## src/sis_pkg.sv

```systemverilog
// ----------------------------------------------------------------------------
// sis_pkg
// Shared widths, constants and item types for the segment intersection
// scale pipeline.
// ----------------------------------------------------------------------------
package sis_pkg;

  localparam int COORD_WIDTH = 16;
  localparam int FRAC_BITS   = 16;
  localparam int PROD_W      = 2 * COORD_WIDTH;
  localparam int DIFF_W      = PROD_W + 1;
  localparam int MAG_W       = DIFF_W;
  localparam int SCALE_W     = FRAC_BITS + 1;

  localparam logic [SCALE_W-1:0] SCALE_ONE  = {1'b1, {FRAC_BITS{1'b0}}};
  localparam logic [SCALE_W-1:0] SCALE_ZERO = '0;

  typedef struct packed {
    logic signed [COORD_WIDTH-1:0] seg_x;
    logic signed [COORD_WIDTH-1:0] seg_y;
    logic signed [COORD_WIDTH-1:0] point_x;
    logic signed [COORD_WIDTH-1:0] point_y;
    logic signed [COORD_WIDTH-1:0] dir_x;
    logic signed [COORD_WIDTH-1:0] dir_y;
  } query_t;

  typedef struct packed {
    logic [SCALE_W-1:0] scale;
    logic               parallel_error;
  } result_t;

  // one item inside the divider pipeline
  typedef struct packed {
    logic [MAG_W-1:0]     rem;
    logic [MAG_W-1:0]     dvs;
    logic [FRAC_BITS-1:0] quo;
    logic                 bypass;
    logic                 fix_one;
    logic                 par_err;
  } div_item_t;

endpackage

```

## src/sis_div.sv

```systemverilog
// ----------------------------------------------------------------------------
// sis_div
// Pipelined restoring divider, one quotient bit per register stage,
// FRAC_BITS stages; bypass items pass through the same stages and keep their flags.
// ----------------------------------------------------------------------------
module sis_div (
  input  logic               clk,
  input  logic               rst,
  input  logic               in_valid,
  output logic               in_ready,
  input  sis_pkg::div_item_t in_item,
  output logic               out_valid,
  input  logic               out_ready,
  output sis_pkg::div_item_t out_item
);
  import sis_pkg::*;

  logic [FRAC_BITS-1:0] vld;
  logic [FRAC_BITS-1:0] rdy;
  logic [FRAC_BITS-1:0] vld_src;
  div_item_t            stg [FRAC_BITS];

  assign in_ready  = rdy[0];
  assign out_valid = vld[FRAC_BITS-1];
  assign out_item  = stg[FRAC_BITS-1];

  genvar k;
  generate
    for (k = 0; k < FRAC_BITS; k++) begin : g_stage
      div_item_t      src;
      div_item_t      nxt;
      logic [MAG_W:0] shifted;
      logic [MAG_W:0] diff;
      logic           fits;

      if (k == 0) begin : g_first
        assign src        = in_item;
        assign vld_src[k] = in_valid;
      end else begin : g_rest
        assign src        = stg[k-1];
        assign vld_src[k] = vld[k-1];
      end

      if (k == FRAC_BITS - 1) begin : g_last_rdy
        assign rdy[k] = ~vld[k] | out_ready;
      end else begin : g_mid_rdy
        assign rdy[k] = ~vld[k] | rdy[k+1];
      end

      always_comb begin
        shifted     = {src.rem, 1'b0};
        diff        = shifted - {1'b0, src.dvs};
        fits        = (shifted >= {1'b0, src.dvs});
        nxt         = src;
        nxt.rem     = fits ? diff[MAG_W-1:0] : shifted[MAG_W-1:0];
        nxt.quo     = {src.quo[FRAC_BITS-2:0], fits};
      end

      always_ff @(posedge clk) begin
        if (rst) begin
          vld[k] <= 1'b0;
        end else if (rdy[k]) begin
          vld[k] <= vld_src[k];
        end
      end

      always_ff @(posedge clk) begin
        if (rdy[k]) begin
          stg[k] <= nxt;
        end
      end
    end
  endgenerate

endmodule

```

## config.mk

```make
export PLATFORM = sky130hd
export DESIGN_NAME = sis_div
export DESIGN_NICKNAME = d
export VERILOG_FILES = /design/src/sis_pkg.sv /design/src/sis_div.sv
export SDC_FILE = /design/constraint.sdc
export NUM_CORES = 2
export LEC_CHECK = 0
export BUFFER_PORTS_ARGS = -buffer_cell sky130_fd_sc_hd__buf_2
export CAP_MARGIN = 5
export CORE_MARGIN = 10
export CORE_UTILIZATION = 45
export CTS_CLUSTER_SIZE = 16
export DETAILED_ROUTE_END_ITERATION = 8
export GPL_TIMING_DRIVEN = 0
export PLACE_DENSITY = 0.65
export REMOVE_ABC_BUFFERS = 1
export SYNTH_ARGS = -nofsm -noshare
export SYNTH_HDL_FRONTEND = slang
export SYNTH_SLANG_ARGS = --single-unit
export TNS_END_PERCENT = 50
```

## constraint.sdc

```tcl
create_clock -name clk -period 13.81 [get_ports clk]
set_input_delay 2.762 -clock clk [delete_from_list [all_inputs] [get_ports clk]]
set_output_delay 2.762 -clock clk [all_outputs]
set_load 0.05 [all_outputs]
```

==> impl_metrics.py <==
metrics = {
    "run": {
        "max_cap_viol_count": 1,
    },
    "timing": {
        "whs_ps": 410,
        "rsz0062_at_grt": "false",
        "fin_worst_skew_ps": 41.9,
        "fin_ws_ps": 3530,
        "post-route-period-util_pct": 74.4,
        "hold_viol": 0,
        "slew_violations": 2,
        "slew_headroom_pct": -3.76,
        "setup_viol": 0,
        "clock.fmax_mhz": 97.3,
        "worstMarginPinSlew_ps": 1540,
        "finalCriticalPeriod_ps": 10280,
    },
    "drt": {
        "wl_um": 156000,
        "drt_iter0_drc": 2040,
        "drtPass1Iterations": 7,
        "drc": 0,
        "wire_per_inst_um": 17.7,
        "antenna_left": 0,
        "vias_per_cell": 5.40,
        "route.vias.total": 47700,
    },
    "setup_path": {
        "r2r_end": "stg[0][338]",
        "reg2reg_depth": 12,
        "cp-endpoint": "in_ready",
        "criticalPathCategory": "in2out",
        "path_max_fanout": 19,
        "start_kind": "input port",
        "cp-end-kind": "output port",
        "crit_arrival_ps": 7520,
        "reg2reg_setup_slack_ps": 8590,
        "regToRegStartpoint": "stg[0][190]",
        "required_ps": 11050,
        "startpoint": "out_ready",
    },
    "cells_and_area": {
        "instances_no_fill": 8832,
        "drive_above_1_share_pct": 10.6,
        "final_area_mm2": 0.0803,
        "area.growth.synth_to_final_pct": 11.4,
        "nNetsFinal": 7277,
        "fillCellCount": 13700,
    },
    "cts": {
        "clkLatencyLatePin_ps": 790,
        "post_cts_buffers": 0,
        "cts_hold_buffers": 0,
        "cts_buffers": 146,
        "ctsResizeCount": 0,
        "path_clk_slew_ps": 50,
        "cts_buffer_depth": 3,
        "clock_sinks": 1256,
        "clock-root-buffer": "clkbuf_16",
        "h-tree-depth": 4,
        "cts_tree": "yes",
    },
    "die": {
        "die_w_um": 420,
        "dieArea_mm2": 0.176,
        "core_area_mm2": 0.159,
        "die_y_um": 420,
        "num_rows": 146,
        "start_util_pct": 45.4,
        "ios": 176,
    },
    "global_routing": {
        "gr-total-overflow": 0,
        "antenna_found_initial": 2,
        "grt_use_total_pct": 17.5,
        "grt_pass1_vias": 49600,
        "grt_max_degree": 76,
        "grt_pass1_wl_um": 249000,
    },
    "power_and_ir_drop": {
        "p_comb_share_pct": 48.3,
        "clkPwrFrac_pct": 18.9,
        "p_int_w": 0.0122,
        "p_leak_nw": 34.0,
        "swShare_pct": 37.9,
        "total_power_w": 0.0196,
        "peakVddDrop_uv": 126,
        "switching_power_w": 0.00744,
        "p_seq_share_pct": 32.8,
        "power_density_mw_per_mm2": 244,
    },
    "place": {
        "place_inst": 8568,
        "portBuffers": 159,
        "place_ws_ps": 3430,
        "dpl.hpwl_um": 124000,
        "gp_congestion": 0.972,
        "postPlaceCellArea_mm2": 0.0756,
    },
    "yosys": {
        "synthFlopType": "edfxtp_1",
        "synth_cell_types": 94,
        "synth_top_area_share_pct": 51.7,
        "yosys_warnings": 0,
        "synth.most_common_cell": "edfxtp_1",
        "syn_area_mm2": 0.0720,
        "netlist_instances": 6447,
        "async_flop_share_pct": 0,
        "syn_avg_cell_area_um2": 11.2,
        "synth_top_cells_by_area": "edfxtp_1 (52%), ha_1 (9.2%), a21oi_1 (3.6%), inv_1 (3.5%), mux2_2 (3.4%)",
        "synth-seq-area-share_pct": 52.1,
        "synth_largest_area_cell": "edfxtp_1",
        "synth_top_cells_by_count": "edfxtp_1 (1240), inv_1 (674), ha_1 (528)",
        "synth_edf_count": 1240,
        "synth.ff_latch_count": 1256,
    },
    "outcome": {
        "violations": "capacitance limit, slew limit",
        "outcome": "finished, violations left",
    },
    "worst_hold_path": {
        "min_path_type": "reg2reg",
    },
}
[registers in the layout, summed over array words and instances (netlist names)]
signal and cells:
stg 1240, out_valid 1, vld 15
[worst max-delay path, cell delays in order]
cell and delay [ps]:
buf_2 90, nor2b_1 420, inv_4 220, nor2_1 330, and2_1 360, and3_1 380
and3_1 440, nand3_4 230, nor2_1 600, nand4_1 580, buf_8 360, buf_8 170
buf_8 160, buf_8 160, buf_2 220
[layout make-up]
| type | count | area (um2) | area share [%] |
|---|---|---|---|
| flip-flops and latches | 1256 | 37600 | 46.8 |
| clock buffers | 183 | 3830 | 4.78 |
| repair buffers | 190 | 1440 | 1.80 |
| well taps | 2072 | 2590 | 3.23 |
| clock inverters | 80 | 825 | 1.03 |
| multi-input cells | 4374 | 31500 | 39.2 |
| inverters | 676 | 2550 | 3.18 |
| diodes | 1 | 2.50 | 0.00312 |
[cell usage in the layout (no fill, tap or decap), drive strengths merged, types with 119 or more instances in the layout]
cell type	count
xnor2	267
a21o	254
xor2	159
buf	190
clkbuf	183
nor2	400
o21ai	377
a21oi	523
edfxtp	1240
mux2	247
inv	681
nand3	119
ha	528
nand2	400
[metrics by stage]
step / util [%] / TNS, ps
global route: 50.6 / 0
global placement: 47.1 / -19930
detailed placement: 47.6 / 0
finish: 50.6 / 0
CTS: 50.6 / 0
floorplan: - / 0
[worst min-delay path by stage]
stage / startpoint / end / depth (start not counted)
2_1_floorplan: stg[0][85] / stg[0][170] / 0
3_3_place_gp: stg[1][269] / stg[1][355] / 0
3_5_place_dp: stg[0][170] / stg[0][255] / 0
4_1_cts: stg[1][180] / stg[1][266] / 0
5_1_grt: stg[1][180] / stg[1][266] / 0
6_report: stg[1][182] / stg[1][268] / 0
[cells by family after synthesis]
logic type                 count (synthesis)  synth area share (%)
AOI/OAI and AO/OA                       1696                  14.9
xor gates and xnor gates                 426                  5.18
DFF                                     1256                  52.1
muxes                                    261                  4.20
adders and majority gates                544                  9.62
buffers and inverters                    817                  4.41
and+or+nand+nor                         1447                  9.58
[power by group through the flow]
stage / logic, W / registers, W / clock network [W]
2_1_floorplan: 0.00705 / 0.00658 / 0
3_3_place_gp: 0.00928 / 0.00649 / 0
3_5_place_dp: 0.00941 / 0.00650 / 0
4_1_cts: 0.00948 / 0.00643 / 0.00383
5_1_grt: 0.0105 / 0.00655 / 0.00399
6_report: 0.00947 / 0.00643 / 0.00372
[per-layer routing]
| layer | routed length (um) | vias up | track usage, % |
|---|---|---|---|
| li1 | - | 24000 | - |
| met2 | 85800 | 950 | 34.9 |
| met3 | 4860 | 475 | 2.55 |
| met1 | 54400 | 22300 | 16.0 |
| met5 | 0 | - | 0 |
| met4 | 11400 | 0 | 12.0 |
Note: power is estimated with default switching activity, not from simulation.
