<file path="src/sis_pkg.sv">
// ----------------------------------------------------------------------------
// sis_pkg
// Shared widths, constants and item types for the segment intersection
// scale pipeline.
// ----------------------------------------------------------------------------
package sis_pkg;

  localparam int COORD_WIDTH = 16;
  localparam int FRAC_BITS   = 16;
  localparam int PROD_W      = 2 * COORD_WIDTH;
  localparam int DIFF_W      = PROD_W + 1;
  localparam int MAG_W       = DIFF_W;
  localparam int SCALE_W     = FRAC_BITS + 1;

  localparam logic [SCALE_W-1:0] SCALE_ONE  = {1'b1, {FRAC_BITS{1'b0}}};
  localparam logic [SCALE_W-1:0] SCALE_ZERO = '0;

  typedef struct packed {
    logic signed [COORD_WIDTH-1:0] seg_x;
    logic signed [COORD_WIDTH-1:0] seg_y;
    logic signed [COORD_WIDTH-1:0] point_x;
    logic signed [COORD_WIDTH-1:0] point_y;
    logic signed [COORD_WIDTH-1:0] dir_x;
    logic signed [COORD_WIDTH-1:0] dir_y;
  } query_t;

  typedef struct packed {
    logic [SCALE_W-1:0] scale;
    logic               parallel_error;
  } result_t;

  // one item inside the divider pipeline
  typedef struct packed {
    logic [MAG_W-1:0]     rem;
    logic [MAG_W-1:0]     dvs;
    logic [FRAC_BITS-1:0] quo;
    logic                 bypass;
    logic                 fix_one;
    logic                 par_err;
  } div_item_t;

endpackage

</file>
<file path="src/sis_front.sv">
// ----------------------------------------------------------------------------
// sis_front
// Three register stages: cross-product terms, numerator and denominator,
// then sign classification and magnitudes for the divider.
// ----------------------------------------------------------------------------
module sis_front (
  input  logic               clk,
  input  logic               rst,
  input  logic               in_valid,
  output logic               in_ready,
  input  sis_pkg::query_t    in_item,
  output logic               out_valid,
  input  logic               out_ready,
  output sis_pkg::div_item_t out_item
);
  import sis_pkg::*;

  logic [2:0] vld;
  logic [2:0] rdy;

  // stage 1: products
  logic signed [PROD_W-1:0] p_vy;
  logic signed [PROD_W-1:0] v_py;
  logic signed [PROD_W-1:0] s_vy;
  logic signed [PROD_W-1:0] v_sy;
  // stage 2: cross products
  logic signed [DIFF_W-1:0] num;
  logic signed [DIFF_W-1:0] den;
  // stage 3
  div_item_t                cls;

  logic signed [COORD_WIDTH-1:0] sx, sy, px, py, vx, vy;
  logic signed [PROD_W-1:0]      p_vy_next, v_py_next, s_vy_next, v_sy_next;
  logic                          den_zero, den_pos, den_neg, res_one, res_zero;
  logic [MAG_W-1:0]              num_mag, den_mag;
  div_item_t                     cls_next;

  assign rdy[2]    = ~vld[2] | out_ready;
  assign rdy[1]    = ~vld[1] | rdy[2];
  assign rdy[0]    = ~vld[0] | rdy[1];
  assign in_ready  = rdy[0];
  assign out_valid = vld[2];
  assign out_item  = cls;

  always_comb begin
    sx = in_item.seg_x;
    sy = in_item.seg_y;
    px = in_item.point_x;
    py = in_item.point_y;
    vx = in_item.dir_x;
    vy = in_item.dir_y;
    p_vy_next = PROD_W'(px) * PROD_W'(vy);
    v_py_next = PROD_W'(vx) * PROD_W'(py);
    s_vy_next = PROD_W'(sx) * PROD_W'(vy);
    v_sy_next = PROD_W'(vx) * PROD_W'(sy);
  end

  always_comb begin
    den_zero = (den == '0);
    den_neg  = den[DIFF_W-1];
    den_pos  = ~den_neg & ~den_zero;
    res_one  = (den_pos & (num >= den)) | (den_neg & (num <= den)) | den_zero;
    res_zero = (den_pos & num[DIFF_W-1]) | (den_neg & ~num[DIFF_W-1] & (num != '0));
    num_mag  = num[DIFF_W-1] ? MAG_W'(-num) : MAG_W'(num);
    den_mag  = den[DIFF_W-1] ? MAG_W'(-den) : MAG_W'(den);
    cls_next.rem     = num_mag;
    cls_next.dvs     = den_mag;
    cls_next.quo     = '0;
    cls_next.bypass  = res_one | res_zero;
    cls_next.fix_one = res_one;
    cls_next.par_err = den_zero;
  end

  always_ff @(posedge clk) begin
    if (rst) begin
      vld <= '0;
    end else begin
      if (rdy[0]) vld[0] <= in_valid;
      if (rdy[1]) vld[1] <= vld[0];
      if (rdy[2]) vld[2] <= vld[1];
    end
  end

  always_ff @(posedge clk) begin
    if (rdy[0]) begin
      p_vy <= p_vy_next;
      v_py <= v_py_next;
      s_vy <= s_vy_next;
      v_sy <= v_sy_next;
    end
    if (rdy[1]) begin
      num <= {p_vy[PROD_W-1], p_vy} - {v_py[PROD_W-1], v_py};
      den <= {s_vy[PROD_W-1], s_vy} - {v_sy[PROD_W-1], v_sy};
    end
    if (rdy[2]) begin
      cls <= cls_next;
    end
  end

endmodule

</file>
<file path="config.mk">
export PLATFORM = sky130hd
export DESIGN_NAME = sis_front
export DESIGN_NICKNAME = d
export VERILOG_FILES = /design/src/sis_pkg.sv /design/src/sis_front.sv
export SDC_FILE = /design/constraint.sdc
export NUM_CORES = 2
export LEC_CHECK = 0
export BUFFER_PORTS_ARGS = -buffer_cell sky130_fd_sc_hd__buf_2
export CAP_MARGIN = 20
export CORE_ASPECT_RATIO = 0.6
export CORE_MARGIN = 2
export CORE_UTILIZATION = 60
export CTS_BUF_LIST = sky130_fd_sc_hd__clkbuf_8
export CTS_CLUSTER_DIAMETER = 150
export DETAILED_ROUTE_END_ITERATION = 8
export PLACE_DENSITY = 0.82
export SLEW_MARGIN = 20
export SYNTH_ARGS = -nofsm -noshare
export SYNTH_HDL_FRONTEND = slang
export SYNTH_SLANG_ARGS = --single-unit
</file>
<file path="constraint.sdc">
create_clock -name clk -period 9.9 [get_ports clk]
set_input_delay 1.485 -clock clk [delete_from_list [all_inputs] [get_ports clk]]
set_output_delay 1.485 -clock clk [all_outputs]
set_load 0.1 [all_outputs]
</file>
==> flow_metrics.tcl <==
set metrics [dict create \
    synth.avg_cell_area_um2 9.72 \
    synth_compound_area_frac 0.0666 \
    hold_viol 0 \
    row_count 84 \
    buffer_ports.inserted 170 \
    maxClockFrequency_ghz 0.126 \
    worst-slew-pin-transition_ns 1.11 \
    rsz0062_at_grt "no" \
    timing.clock.skew_ns 0.0408 \
    antenna_found_initial 12 \
    synthToLayoutAreaGrowth_pct 4.54 \
    synthesis.instances 5455 \
    postRouteWirelength_um 128000 \
    final_critical_path_setup_slack_ns 1.99 \
    cap_viol_max_count 0 \
    die_w_um 388 \
    drt_pre_antenna_iters 8 \
    synth_area_mm2 0.0530 \
    worst-setup-path-type "in2reg" \
    timing.max_slew.rel_slack 0.262 \
    first_global_vias 39273 \
    clk_latency_ns 0.62 \
    clk_root_buffer_cell "clkbuf_8" \
    muxShareOfSynthArea 0.00113 \
    basic_gate_share_of_the_synthesized_area_counting_and_or_nand_and_nor_cells 0.136 \
    ys_async_sr_fraction 0 \
    critPathLaunchType "primary input" \
    initial_utilization 0.605 \
    gpl.final_weighted_congestion 0.932 \
    clock-sinks 266 \
    finish.net_count 7076 \
    route.detailed.drc 0 \
    gr-usage-all-layers 0.294 \
    synth-edff-count 263 \
    synthDistinctLibCells 77 \
    synth-adder-area-share 0.498 \
    worst_hold_path_type "reg2reg" \
    design.portCount 187 \
    vias_per_cell 5.64 \
    synth_flop_cell "edfxtp_1" \
    crit_path_end_kind "flop" \
    synthTopCellsByArea "fa_1 (40%), edfxtp_1 (15%), ha_1 (10%), inv_1 (9.1%), and2_1 (5.9%)" \
    detail_route.wl_per_cell_um 19.2 \
    cts_tree "done" \
    synth_commonest_cells "inv_1 (1285), fa_1 (1050), nand2_1 (560)" \
    largest_family_of_logic_cells_by_synthesized_area "adder cells" \
    cts.repair.resized 0 \
    floorplan.die_area_mm2 0.0908 \
    grt.overflow.total 0 \
    ant_nets 0 \
    htree_num_levels 2 \
    outcome "complete, no violations" \
    post_route_cells_drive_above_1_share 0.0483 \
    grt_max_degree 70 \
    cts.clk_slew.worst_paths_ns 0.07 \
    post_cts_hold_buffer_count 0 \
    layout_worst_path_cycle_share 0.799 \
    synthMostInstantiatedCell "inv_1" \
    seqCellArea_mm2 0.00796 \
    tritoncts.num_buffers 40 \
    first_pass_grt_wire_length_um 210000 \
    timing.critical_path.arrival_ns 8.23 \
    dp.final_hpwl_um 105000 \
    placeable_core_region_mm2 0.0875 \
    drt_iter0_markers 3529 \
    post-route-min-period_ns 7.91 \
    worst_ep_required_time_ns 10.22 \
    dieHeight_um 234 \
    fillerInstances 6935 \
    clock_path_buffers 3 \
    cts_setup_buffers 0 \
    synth_largest_area_cell "fa_1" \
    path_max_fanout 32 \
    setup-violations-final 0 \
    synth_top_cell_area_share 0.397 \
    tns_ns 0 \
    ys_seq_elements 266 \
    parity_gate_share_of_the_synthesized_area_counting_xor_and_xnor_cells 0.0413 \
    maxSlewViolCount 0 \
    yosysWarnings 0 \
    area_occupied_by_multi_input_gates_mm2 0.0395 \
    dr_total_vias 37758 \
    sequential_element_share_of_the_synthesized_area 0.150 \
    dp_worst_setup_slack_ns 1.46 \
]
==> flip-flops by register name, summed over array words and instances (netlist names) <==
| signal | flops |
|---|---|
| v_py | 32 |
| v_sy | 32 |
| den | 33 |
| out_item | 69 |
| p_vy | 32 |
| vld | 3 |
| num | 33 |
| s_vy | 32 |
==> cell usage in the layout, fill, tap and decap left out, drive strengths merged, types with 9 or more instances in the layout <==
cell type  synthesis  final
a211oi            13     13
a21o              79     79
a21oi            154    154
a31oi             18     18
and2             496    496
and3              10     10
buf               20    179
clkbuf           176     41
clkinv             0     19
conb               1     16
diode              0     13
edfxtp           263    263
fa              1050   1050
ha               431    431
inv             1286   1295
nand2            561    561
nand2b            46     46
nand3             37     37
nand4             28     28
nor2             131    131
nor2b             28     28
nor3              26     26
nor4              12     12
o211ai            11     11
o21a              27     27
o21ai            103    103
o21bai            24     24
o31ai             21     21
or2                9      9
or3               15     15
or4               11     11
xnor2            207    207
xor2              43     43
==> area by class of cell <==
type	count	share of cell area
repair buffers	179	0.0166
well taps	1161	0.0262
clock inverters	30	0.00314
multi-input cells	3722	0.713
clock buffers	41	0.0102
diodes	13	0.000587
flip-flops and latches	266	0.144
inverters	1286	0.0871
==> final timing paths <==
check                            startpoint       end  slack, ns  cells past startpoint
worst min register to register       vld[1]    vld[2]       0.50                      2
worst max register to register      v_py[0]   num[30]       4.89                     11
worst max-delay path            in_item[31]  v_sy[31]       1.99                     21
worst min-delay path                 vld[1]    vld[2]       0.50                      2
==> through the flow <==
stage | std cells | hold WS [ns] | instance area (um^2) | utilization
final | 6698 | 0.500 | 55400 | 0.633
after global routing | 6697 | 0.548 | 55400 | 0.633
after CTS | 6685 | 0.510 | 55400 | 0.633
after detailed placement | 6614 | 0.501 | 54600 | 0.624
after global placement | 6614 | 0.439 | 54600 | 0.624
after floorplan | 5470 | 0.432 | 53100 | -
==> cells by family (layout without fill, tap and decap cells) <==
group,after synthesis,in the layout
other,1,29
buffers and inverters,1482,1536
AOI/OAI and AO/OA,539,539
adders and majority gates,1481,1481
muxes,6,6
DFF,266,266
and+or+nand+nor,1430,1430
xor gates and xnor gates,250,250
==> per-layer routing <==
layer	wire length [um]	global-route usage	up-vias
li1	-	-	16733
met1	55600	0.442	18910
met2	54900	0.430	1916
met3	15300	0.0759	197
met4	2580	0.0623	2
met5	7	0	-
==> critical path: stages <==
cell,delay (ns)
buf_2,0.51
nand2_1,0.21
inv_1,0.18
fa_1,0.57
fa_1,0.93
fa_1,0.54
fa_1,0.51
fa_1,0.49
inv_1,0.05
fa_1,0.47
inv_1,0.04
ha_1,0.36
a21oi_1,0.18
o21ai_0,0.09
a21oi_1,0.22
o21ai_0,0.21
a22o_1,0.26
a2111oi_0,0.49
o21bai_1,0.15
a21oi_1,0.19
xnor2_1,0.08
Power is left out: the tool's default activity adds up to more than one toggle a clock period on the data nets, which glitch-free logic cannot reach.
